## config.mk

```make
export PLATFORM = sky130hd
export DESIGN_NAME = k_closest_prior_time_select
export DESIGN_NICKNAME = d
export VERILOG_FILES = /design/src/hdl/kcpt_pkg.sv /design/src/hdl/kcpt_ram.sv /design/src/hdl/k_closest_prior_time_select.sv
export SDC_FILE = /design/constraint.sdc
export NUM_CORES = 1
export LEC_CHECK = 0
export BUFFER_PORTS_ARGS = -buffer_cell sky130_fd_sc_hd__buf_2
export CAP_MARGIN = 5
export CORE_MARGIN = 4
export CORE_UTILIZATION = 36
export CTS_CLUSTER_DIAMETER = 60
export DETAILED_ROUTE_END_ITERATION = 8
export PLACE_DENSITY = 0.58
export SLEW_MARGIN = 10
export SYNTH_ARGS = -nofsm -noshare
export SYNTH_HDL_FRONTEND = slang
export SYNTH_SLANG_ARGS = --single-unit
export TNS_END_PERCENT = 10
```

## constraint.sdc

```tcl
create_clock -name clk_i -period 12.53 [get_ports clk_i]
set_input_delay 0.6265 -clock clk_i [delete_from_list [all_inputs] [get_ports clk_i]]
set_output_delay 0.6265 -clock clk_i [all_outputs]
set_load 0.01 [all_outputs]
```

## src/hdl/kcpt_pkg.sv

```systemverilog
// shared constants, types and helper functions for the closest prior time selector
package kcpt_pkg;

  localparam int MAX_PICK   = 16;
  localparam int INDEX_BITS = 16;

  localparam int TIME_W    = 32;
  localparam int GAP_W     = TIME_W + 1;
  localparam int PICK_W    = 5;
  localparam int EMPTY_W   = 5;
  localparam int SEEN_W    = 17;
  localparam int SLOT_BITS = (MAX_PICK > 1) ? $clog2(MAX_PICK) : 1;
  localparam int CNT_W     = $clog2(MAX_PICK + 1);
  localparam int ENTRY_W   = INDEX_BITS + TIME_W;
  localparam int CFG_IDX_W = 1;
  localparam int CFG_W     = TIME_W;

  localparam logic [SEEN_W-1:0]  SEEN_MAX  = {SEEN_W{1'b1}};
  localparam logic [EMPTY_W-1:0] EMPTY_MAX = {EMPTY_W{1'b1}};

  localparam logic [CFG_IDX_W-1:0] REG_TARGET_TIME = 1'b0;
  localparam logic [CFG_IDX_W-1:0] REG_PICK_COUNT  = 1'b1;

  typedef logic signed [GAP_W-1:0] gap_t;

  function automatic gap_t gap_of(input logic [TIME_W-1:0] target,
                                  input logic [TIME_W-1:0] t);
    gap_t a;
    gap_t b;
    a = $signed({target[TIME_W-1], target});
    b = $signed({t[TIME_W-1], t});
    return a - b;
  endfunction

  function automatic logic gap_pos(input gap_t g);
    return !g[GAP_W-1] && (g != '0);
  endfunction

endpackage

```

## src/hdl/kcpt_ram.sv

```systemverilog
// generic single write port ram with registered read
module kcpt_ram #(
  parameter int WIDTH = 8,
  parameter int DEPTH = 16,
  parameter int ADDR_W = (DEPTH > 1) ? $clog2(DEPTH) : 1
) (
  input  logic              clk_i,
  input  logic              we_i,
  input  logic [ADDR_W-1:0] waddr_i,
  input  logic [WIDTH-1:0]  wdata_i,
  input  logic [ADDR_W-1:0] raddr_i,
  output logic [WIDTH-1:0]  rdata_o
);

  logic [WIDTH-1:0] mem [DEPTH];

  always_ff @(posedge clk_i) begin
    if (we_i) begin
      mem[waddr_i] <= wdata_i;
    end
    rdata_o <= mem[raddr_i];
  end

endmodule

```

## src/hdl/k_closest_prior_time_select.sv

```systemverilog
// top level of the closest prior time selector: control, slot store and result output
//
// A record is taken while busy_o is low. When it displaces the tracked largest-gap
// slot, a rescan follows that reads slots 0 to pick_count-1 through the slot
// memory's single read port, one slot a cycle; it ends early once an empty slot
// is tracked. A record marked last is followed by its results, one per cycle
// straight from the slot memory: pick_count results, or a single failure result.
// Results carry a one-cycle strobe and cannot be held off.
// busy_o is high while a rescan or readout runs; configuration may be written
// only while busy_o is low and no transaction is pending.
module k_closest_prior_time_select
  import kcpt_pkg::*;
(
  input  logic                  clk_i,
  input  logic                  rst_ni,
  input  logic                  start_i,
  output logic                  busy_o,
  input  logic [TIME_W-1:0]     item_time_i,
  input  logic [INDEX_BITS-1:0] item_index_i,
  input  logic                  is_last_i,
  input  logic                  cfg_we_i,
  input  logic [CFG_IDX_W-1:0]  cfg_index_i,
  input  logic [CFG_W-1:0]      cfg_data_i,
  output logic                  result_strobe_o,
  output logic                  found_o,
  output logic [SLOT_BITS-1:0]  slot_number_o,
  output logic [INDEX_BITS-1:0] chosen_index_o,
  output logic [TIME_W-1:0]     chosen_time_o,
  output logic                  last_result_o
);

  localparam logic [1:0] S_IDLE = 2'd0;
  localparam logic [1:0] S_SCAN = 2'd1;
  localparam logic [1:0] S_EMIT = 2'd2;

  logic [1:0]           state_q, state_d;
  logic [TIME_W-1:0]    target_q;
  logic [PICK_W-1:0]    pick_q;
  gap_t                 largest_q, largest_d;
  logic [SLOT_BITS-1:0] lslot_q, lslot_d;
  logic [EMPTY_W-1:0]   empty_q, empty_d;
  logic [SEEN_W-1:0]    seen_q, seen_d;
  logic                 last_q, last_d;
  logic [CNT_W-1:0]     iss_q, iss_d;
  logic                 rvld_q, rvld_d;
  logic [SLOT_BITS-1:0] rslot_q, rslot_d;
  logic                 strobe_q, strobe_d;
  logic                 found_q, found_d;
  logic [SLOT_BITS-1:0] oslot_q, oslot_d;
  logic                 olast_q, olast_d;

  logic                 ram_we;
  logic [SLOT_BITS-1:0] ram_waddr;
  logic [SLOT_BITS-1:0] ram_raddr;
  logic [ENTRY_W-1:0]   ram_wdata;
  logic [ENTRY_W-1:0]   ram_rdata;

  logic                 accept;
  logic                 n_ok;
  logic [CNT_W-1:0]     n_cnt;
  logic                 fill;
  logic                 repl;
  logic                 fail;
  gap_t                 g;
  gap_t                 d;
  logic [SLOT_BITS-1:0] repl_slot;

  assign busy_o = (state_q != S_IDLE);
  assign accept = start_i && !busy_o;

  assign n_ok  = (pick_q != '0) && (32'(pick_q) <= 32'(MAX_PICK));
  assign n_cnt = CNT_W'(pick_q);
  assign g     = gap_of(target_q, item_time_i);
  assign d     = gap_of(target_q, ram_rdata[TIME_W-1:0]);
  assign fill  = n_ok && (seen_q < SEEN_W'(pick_q));
  assign repl  = n_ok && !fill && gap_pos(g) && (!gap_pos(largest_q) || (g < largest_q));
  assign fail  = !n_ok || (seen_q < SEEN_W'(pick_q)) || (empty_q != '0);
  assign repl_slot = (32'(lslot_q) < 32'(MAX_PICK)) ? lslot_q : '0;

  assign ram_wdata = {item_index_i, item_time_i};

  kcpt_ram #(
    .WIDTH (ENTRY_W),
    .DEPTH (MAX_PICK),
    .ADDR_W(SLOT_BITS)
  ) u_slot_ram (
    .clk_i  (clk_i),
    .we_i   (ram_we),
    .waddr_i(ram_waddr),
    .wdata_i(ram_wdata),
    .raddr_i(ram_raddr),
    .rdata_o(ram_rdata)
  );

  always_comb begin
    state_d   = state_q;
    largest_d = largest_q;
    lslot_d   = lslot_q;
    empty_d   = empty_q;
    seen_d    = seen_q;
    last_d    = last_q;
    iss_d     = iss_q;
    rvld_d    = 1'b0;
    rslot_d   = rslot_q;
    strobe_d  = 1'b0;
    found_d   = found_q;
    oslot_d   = oslot_q;
    olast_d   = olast_q;
    ram_we    = 1'b0;
    ram_waddr = '0;
    ram_raddr = iss_q[SLOT_BITS-1:0];

    unique case (state_q)
      S_IDLE: begin
        iss_d = '0;
        if (accept) begin
          last_d = is_last_i;
          if (fill) begin
            ram_we    = 1'b1;
            ram_waddr = seen_q[SLOT_BITS-1:0];
            if (!gap_pos(g) && (empty_q != EMPTY_MAX)) begin
              empty_d = empty_q + 1'b1;
            end
            if ((g > largest_q) || !gap_pos(g)) begin
              largest_d = g;
              lslot_d   = seen_q[SLOT_BITS-1:0];
            end
          end
          if (repl) begin
            ram_we    = 1'b1;
            ram_waddr = repl_slot;
            if (empty_q != '0) begin
              empty_d = empty_q - 1'b1;
            end
            largest_d = g;
          end
          if (seen_q != SEEN_MAX) begin
            seen_d = seen_q + 1'b1;
          end
          if (repl) begin
            state_d = S_SCAN;
          end else if (is_last_i) begin
            state_d = S_EMIT;
          end
        end
      end
      S_SCAN: begin
        if (rvld_q && gap_pos(largest_q)) begin
          if ((d > largest_q) || !gap_pos(d)) begin
            largest_d = d;
            lslot_d   = rslot_q;
          end
        end
        if (iss_q < n_cnt) begin
          rvld_d  = 1'b1;
          rslot_d = iss_q[SLOT_BITS-1:0];
          iss_d   = iss_q + 1'b1;
        end
        if (!gap_pos(largest_q) || (rvld_q && (iss_q == n_cnt))) begin
          rvld_d  = 1'b0;
          iss_d   = '0;
          state_d = last_q ? S_EMIT : S_IDLE;
        end
      end
      S_EMIT: begin
        strobe_d = 1'b1;
        if (fail) begin
          found_d   = 1'b0;
          oslot_d   = '0;
          olast_d   = 1'b1;
          largest_d = '0;
          lslot_d   = '0;
          empty_d   = '0;
          seen_d    = '0;
          iss_d     = '0;
          state_d   = S_IDLE;
        end else begin
          found_d = 1'b1;
          oslot_d = iss_q[SLOT_BITS-1:0];
          olast_d = (iss_q == (n_cnt - 1'b1));
          iss_d   = iss_q + 1'b1;
          if (iss_q == (n_cnt - 1'b1)) begin
            largest_d = '0;
            lslot_d   = '0;
            empty_d   = '0;
            seen_d    = '0;
            iss_d     = '0;
            state_d   = S_IDLE;
          end
        end
      end
      default: begin
        state_d = S_IDLE;
      end
    endcase
  end

  always_ff @(posedge clk_i or negedge rst_ni) begin
    if (!rst_ni) begin
      target_q <= '0;
      pick_q   <= PICK_W'(1);
    end else if (cfg_we_i) begin
      unique case (cfg_index_i)
        REG_TARGET_TIME: target_q <= cfg_data_i[TIME_W-1:0];
        REG_PICK_COUNT:  pick_q   <= cfg_data_i[PICK_W-1:0];
        default: begin
        end
      endcase
    end
  end

  always_ff @(posedge clk_i or negedge rst_ni) begin
    if (!rst_ni) begin
      state_q   <= S_IDLE;
      largest_q <= '0;
      lslot_q   <= '0;
      empty_q   <= '0;
      seen_q    <= '0;
      last_q    <= 1'b0;
      iss_q     <= '0;
      rvld_q    <= 1'b0;
      strobe_q  <= 1'b0;
    end else begin
      state_q   <= state_d;
      largest_q <= largest_d;
      lslot_q   <= lslot_d;
      empty_q   <= empty_d;
      seen_q    <= seen_d;
      last_q    <= last_d;
      iss_q     <= iss_d;
      rvld_q    <= rvld_d;
      strobe_q  <= strobe_d;
    end
  end

  always_ff @(posedge clk_i) begin
    rslot_q <= rslot_d;
    found_q <= found_d;
    oslot_q <= oslot_d;
    olast_q <= olast_d;
  end

  assign result_strobe_o = strobe_q;
  assign found_o         = found_q;
  assign slot_number_o   = oslot_q;
  assign last_result_o   = olast_q;
  assign chosen_index_o  = found_q ? ram_rdata[ENTRY_W-1:TIME_W] : '0;
  assign chosen_time_o   = found_q ? ram_rdata[TIME_W-1:0] : '0;

endmodule

```

Word level (Yosys, flattened, before mapping)
Memory sizes are Yosys's and may differ from the RTL's. A register that Yosys moved wholly into a read port is not among the register bits. Cells that the tools add are included.

Logic and storage cells: 154. Output and inout bits: 56. Bits in registers: 116. Memories kept: 1. RAM bits: 768.

Bitwise operators: 1. Order comparisons: 6. Eq/ne operators: 18. Reduce and logical (&&, ||, !) cells: 46. $add $sub $neg: 7. Muxes and demuxes: 60.

Memories: u_slot_ram.mem (words 16, width 48, read ports 1, clocked after Yosys merged registers in 1, wr ports 1, line kcpt_ram.sv:15) `logic [WIDTH-1:0] mem [DEPTH];`.

Operators by type and width (number): 2-to-1 mux 33 bit (8); case mux 33 bit (3 select lines) (1); nonzero test 33 bit (3); 2-to-1 mux 17 bit (4); > comparator 33 bit (2); subtractor 32 x 32 -> 33 bit (2); 2-to-1 mux 5 bit (11); 2-to-1 mux 4 bit (11); case mux 17 bit (2 select lines) (1); less-than comparator 33 bit (1); 2-to-1 mux 32 bit (1); adder 17 x 1 -> 17 bit, second input constant (1); less-than comparator 17 x 5 -> 1 bit (1); inequality test 17 bit, second input constant (1); 2-to-1 mux 16 bit (1); inequality test 3 bit, second input constant (5); case mux 5 bit (3 select lines) (1); 2-to-1 mux 2 bit (7); inequality test 2 bit, second input constant (7); AND reduction 7 bit (2); logical AND 1 bit (12); case mux 4 bit (3 select lines) (1); 2-to-1 mux 1 bit (11); adder 5 x 1 -> 5 bit, second input constant (2); other kinds (19) (41).

Depth between registers and ports, before layout
Depth in word-level cells: 12. Depth in mapped cells: 24. Depth with buffers taken out: 23.

Modules after synthesis
From an unflattened synthesis, not the netlist that was laid out.

Cells, all modules: 2775. Area, all modules: 42348.1 um^2.

By module, submodules not included: kcpt_ram (cells each 1242, instances 1, area an instance 29694.7 um^2, seq. area each 24023.0 um^2); k_closest_prior_time_select (cells each 1533, instances 1, area an instance 12653.4 um^2, seq. area each 2954.1 um^2).

Worst setup path after synthesis
OpenSTA, ideal clock, no wires.

Kind: input to register. Start: input port item_time_i[19]. End: memory u_slot_ram.mem[8][0] (netlist name), enable pin. Arrival: 8516 ps. Buffers on the path: 2. Slack: 3487 ps. Stages on the path: 20. Library setup time: 527 ps. Cells stage by stage: inv_1 -> ha_1 -> buf_2 -> nand3_1 -> or4_1 -> or3_1 -> o221ai_1 -> o211ai_1 -> a31oi_2 -> inv_1 -> ha_1 -> or4b_2 -> a21oi_1 -> o21ai_0 -> a221oi_1 -> o211a_1 -> nand2_1 -> buf_2 -> o41ai_1 -> a21boi_0.

Longest elaborated chain between the ends: 10. Elaborated cells on any way between the ends: 16.

RTL lines: from (decl) (line k_closest_prior_time_select.sv:18) `input logic [TIME_W-1:0] item_time_i,`; subtractor 32 x 32 -> 33 bit (*) (line kcpt_pkg.sv:32) `return a - b;`; parallel branches: the longest is 3 deep, another holds less-than comparator 33 bit; logical AND 1 bit (*) (line k_closest_prior_time_select.sv:76) `assign repl = n_ok && !fill && gap_pos(g) && (!gap_pos(largest_q) || (g < largest_q));`; 2-to-1 mux 1 bit (line k_closest_prior_time_select.sv:129) `if (repl) begin`; 2-to-1 mux 1 bit (line k_closest_prior_time_select.sv:116) `if (accept) begin`; 2-to-1 mux 1 bit (line k_closest_prior_time_select.sv:113) `unique case (state_q)`; 2-to-1 mux 1 bit (line kcpt_ram.sv:18) `if (we_i) begin`; 2-to-1 mux 1 bit (implied by the code) (line kcpt_ram.sv:19) `mem[waddr_i] <= wdata_i;`; to (decl) (line kcpt_ram.sv:15).

Every way passes the cells marked *.

Worst setup path in the final report
Start: register target_q[0]. End: memory u_slot_ram.mem[1][20] (netlist name), enable pin.

Longest elaborated chain between the ends: 10. Elaborated cells on any way between the ends: 16.

RTL lines: from (decl) (line k_closest_prior_time_select.sv:37) `logic [TIME_W-1:0] target_q;`; from (signal assigned) (line k_closest_prior_time_select.sv:204) `REG_TARGET_TIME: target_q <= cfg_data_i[TIME_W-1:0];`; subtractor 32 x 32 -> 33 bit (*) (line kcpt_pkg.sv:32); parallel branches: the longest is 3 deep, another holds less-than comparator 33 bit; logical AND 1 bit (*) (line k_closest_prior_time_select.sv:76); 2-to-1 mux 1 bit (line k_closest_prior_time_select.sv:129); 2-to-1 mux 1 bit (line k_closest_prior_time_select.sv:116); 2-to-1 mux 1 bit (line k_closest_prior_time_select.sv:113); 2-to-1 mux 1 bit (line kcpt_ram.sv:18); 2-to-1 mux 1 bit (implied by the code) (line kcpt_ram.sv:19).

Marks and branches as above.

==> impl_metrics.tcl <==
set metrics [dict create \
    status "finished clean" \
    io-pin-count 142 \
    max_slew_margin 0.252 \
    grt_max_degree 71 \
    total_power_uw 9590 \
    synth_warnings 0 \
    finalCritPeriodShare 0.586 \
    setup_violations 0 \
    antenna_left 0 \
    wirelength_mm 111 \
    ys_ff_latch 932 \
    hold_violations 0 \
    syn_area_per_cell_um2 16.3 \
    globalRouteTotalUtil 0.183 \
    dp_hpwl_mm 71.1 \
    pre_cts_ws_ns 4.63 \
    maxCapViolations 0 \
    slew_viol_final 0 \
    hold_path_end "target_q[15]" \
    clk_pin_slew_ns 0.06 \
    ys_seq_area_frac 0.646 \
    grt_pass1_wl_mm 166 \
    reg2reg_to "u_slot_ram.mem[1][20]" \
    cts_tree "built" \
    power_density_nw_per_um2 201 \
    syn_to_final_growth_pct 14.5 \
    p_leak_uw 0.0168 \
    gp_congestion 0.904 \
    port_buffers 141 \
    final_area_um2 47800 \
    grt_pass1_vias 25000 \
    dr.pass1.iters 5 \
    placed_area_um2 44300 \
    insertion_delay_ns 0.69 \
    final_cell_mix "edfxtp_1, mux4_2, inv_1" \
    period_needed_ns 7.35 \
    max_freq_mhz 136 \
    htree_levels 3 \
    antenna_found_initial 14 \
    ys_async_sr_fraction 0.114 \
    rsz0062_at_grt "no" \
    via_per_inst 5.52 \
    reg2reg_slack_ns 5.18 \
    drc_errors 0 \
    cts_root_buf "clkbuf_16" \
    holdPathStages 2 \
    dieHeight_um 349 \
    synth_area_um2 41800 \
    finalNetCount 2977 \
    drt-initial-drc-count 2122 \
    clock-skew-final_ns 0.0559 \
    synth_edf_count 778 \
    post-route-util 0.417 \
    end_kind "register" \
    reg2reg_depth 21 \
    ff_latch_area_um2 27000 \
    n_fill_cell 10300 \
    cp-startpoint "target_q[0]" \
    hold_start "cfg_data_i[15]" \
    core_um2 115000 \
    synthFlopType "edfxtp_1" \
    syn-num-nets 2795 \
    multi_input_area_um2 13900 \
    worstSetupPathType "reg -> reg" \
    die_w_um 349 \
    vias 24000 \
    worst_slack_ns 5.18 \
    required_ns 12.84 \
    grt_overflow 0 \
    worstPathArrival_ns 7.66 \
    cts_made_buffers 103 \
    clockBufferDepth 3 \
    fin_setup_tns_ns 0 \
    drive_gt1_frac 0.238 \
    start_util 0.364 \
    crit_fanout 37 \
    hp-class "in -> reg" \
    ys_types 91 \
    setup.worst_path.start_class "register" \
    wl_per_cell_um 25.7 \
    synth_cells 2558 \
    cts_sinks 932 \
    tightest_slew_ns 1.12 \
    reg2reg_from "target_q[0]" \
    core.rowCount 124 \
    ir_drop_v 0.000124 \
    layout_commonest_cell "edfxtp_1" \
    cts_resized 0 \
    die_area_um2 122000 \
]
-- layout make-up --
type                    count  area share
repair buffers            177      0.0205
inverters                 154      0.0121
flip-flops and latches    932       0.564
diodes                      4    0.000209
multi-input cells        1372       0.290
clock inverters            70      0.0169
clock buffers             122      0.0564
well taps                1512      0.0396
-- worst max-delay path by stage --
stage,to,depth (start not counted)
final,u_slot_ram.mem[1][20],21
after detailed placement,u_slot_ram.mem[1][24],20
after CTS,u_slot_ram.mem[1][20],21
after global routing,u_slot_ram.mem[1][21],18
after global placement,u_slot_ram.mem[0][20],20
after floorplan,u_slot_ram.mem[8][0],20
-- critical path, stage by stage, from the launching register on --
cell and delay [ns]:
dfrtp_1 0.36, inv_1 0.14, ha_1 0.19, inv_1 0.05, fa_1 0.40, a211oi_1 0.35, o211ai_1 0.27, a21oi_1 0.42
o221ai_1 0.30, o21ai_1 0.22, xor2_1 0.28, inv_1 0.08, ha_1 0.20, or4b_2 0.63, a21oi_1 0.12, o21ai_0 0.09
a221oi_1 0.36, o211a_1 0.30, nand2_1 0.30, o41ai_1 0.58, and2_2 0.57, buf_4 0.70
-- power breakdown --
group,switching [uW],internal [uW],leakage [uW]
Combinational,1650,1100,0.00632
Sequential,193,3570,0.00874
Clock,1260,1820,0.00170
-- cells by family (layout without fill, tap and decap cells) --
| family | Yosys count | after routing | synth area share |
|---|---|---|---|
| AO/OA/AOI/OAI | 393 | 393 | 0.0644 |
| XOR/XNOR | 63 | 63 | 0.0132 |
| adder cells (fa/ha/maj) | 151 | 151 | 0.0456 |
| buffers and inverters | 254 | 523 | 0.0238 |
| flip-flops | 932 | 932 | 0.646 |
| multiplexers | 319 | 319 | 0.151 |
| other | 0 | 4 | 0 |
| AND/OR/NAND/NOR | 446 | 446 | 0.0563 |
-- flip-flops by register name, indices dropped and copies added (netlist names), 5 cells and up --
register / count
empty_q: 5
u_slot_ram.mem: 768
iss_q: 5
target_q: 32
seen_q: 17
n_cnt: 5
u_slot_ram.rdata_o: 48
largest_q: 33
-- metrics by stage --
stage	cells	hold WS [ns]
2_1_floorplan	2558	0.331
3_3_place_gp	4146	0.460
3_5_place_dp	4146	0.492
4_1_cts	4339	0.132
5_1_grt	4339	0.138
6_report	4343	0.172
-- routing by layer --
layer,vias to the layer above,GRT usage,part of all wire
li1,10500,-,-
met1,12500,0.251,0.43
met2,715,0.305,0.49
met3,183,0.0309,0.055
met4,8,0.0458,0.025
met5,-,0,0.00045
-- synth_stat cells, types with 15 or more instances --
library cell | count | area [um2]
inv_1 | 154 | 578
nor3_1 | 30 | 150
nand3_1 | 23 | 115
o21ai_0 | 73 | 365
nand2_1 | 108 | 405
nor4_1 | 19 | 119
xnor2_1 | 26 | 228
dfrtp_1 | 105 | 2630
a21o_1 | 43 | 323
clkbuf_1 | 75 | 282
a21oi_1 | 92 | 460
nand4_1 | 39 | 244
and2_1 | 68 | 425
and3_1 | 15 | 93.8
mux4_2 | 240 | 5410
o21a_1 | 15 | 113
a22oi_1 | 20 | 150
nor2_1 | 72 | 270
dfxtp_1 | 48 | 961
o211ai_1 | 18 | 135
edfxtp_1 | 778 | 23400
mux2i_1 | 24 | 240
mux2_2 | 41 | 462
ha_1 | 149 | 1860
xor2_1 | 37 | 324
-- what timing repair did --
item,CTS,global route
hold buffers,1,0
hold endpoints to repair,45,0
setup buffers,0,0
setup endpoints to repair,0,0
(Power assumes the default switching activity.)
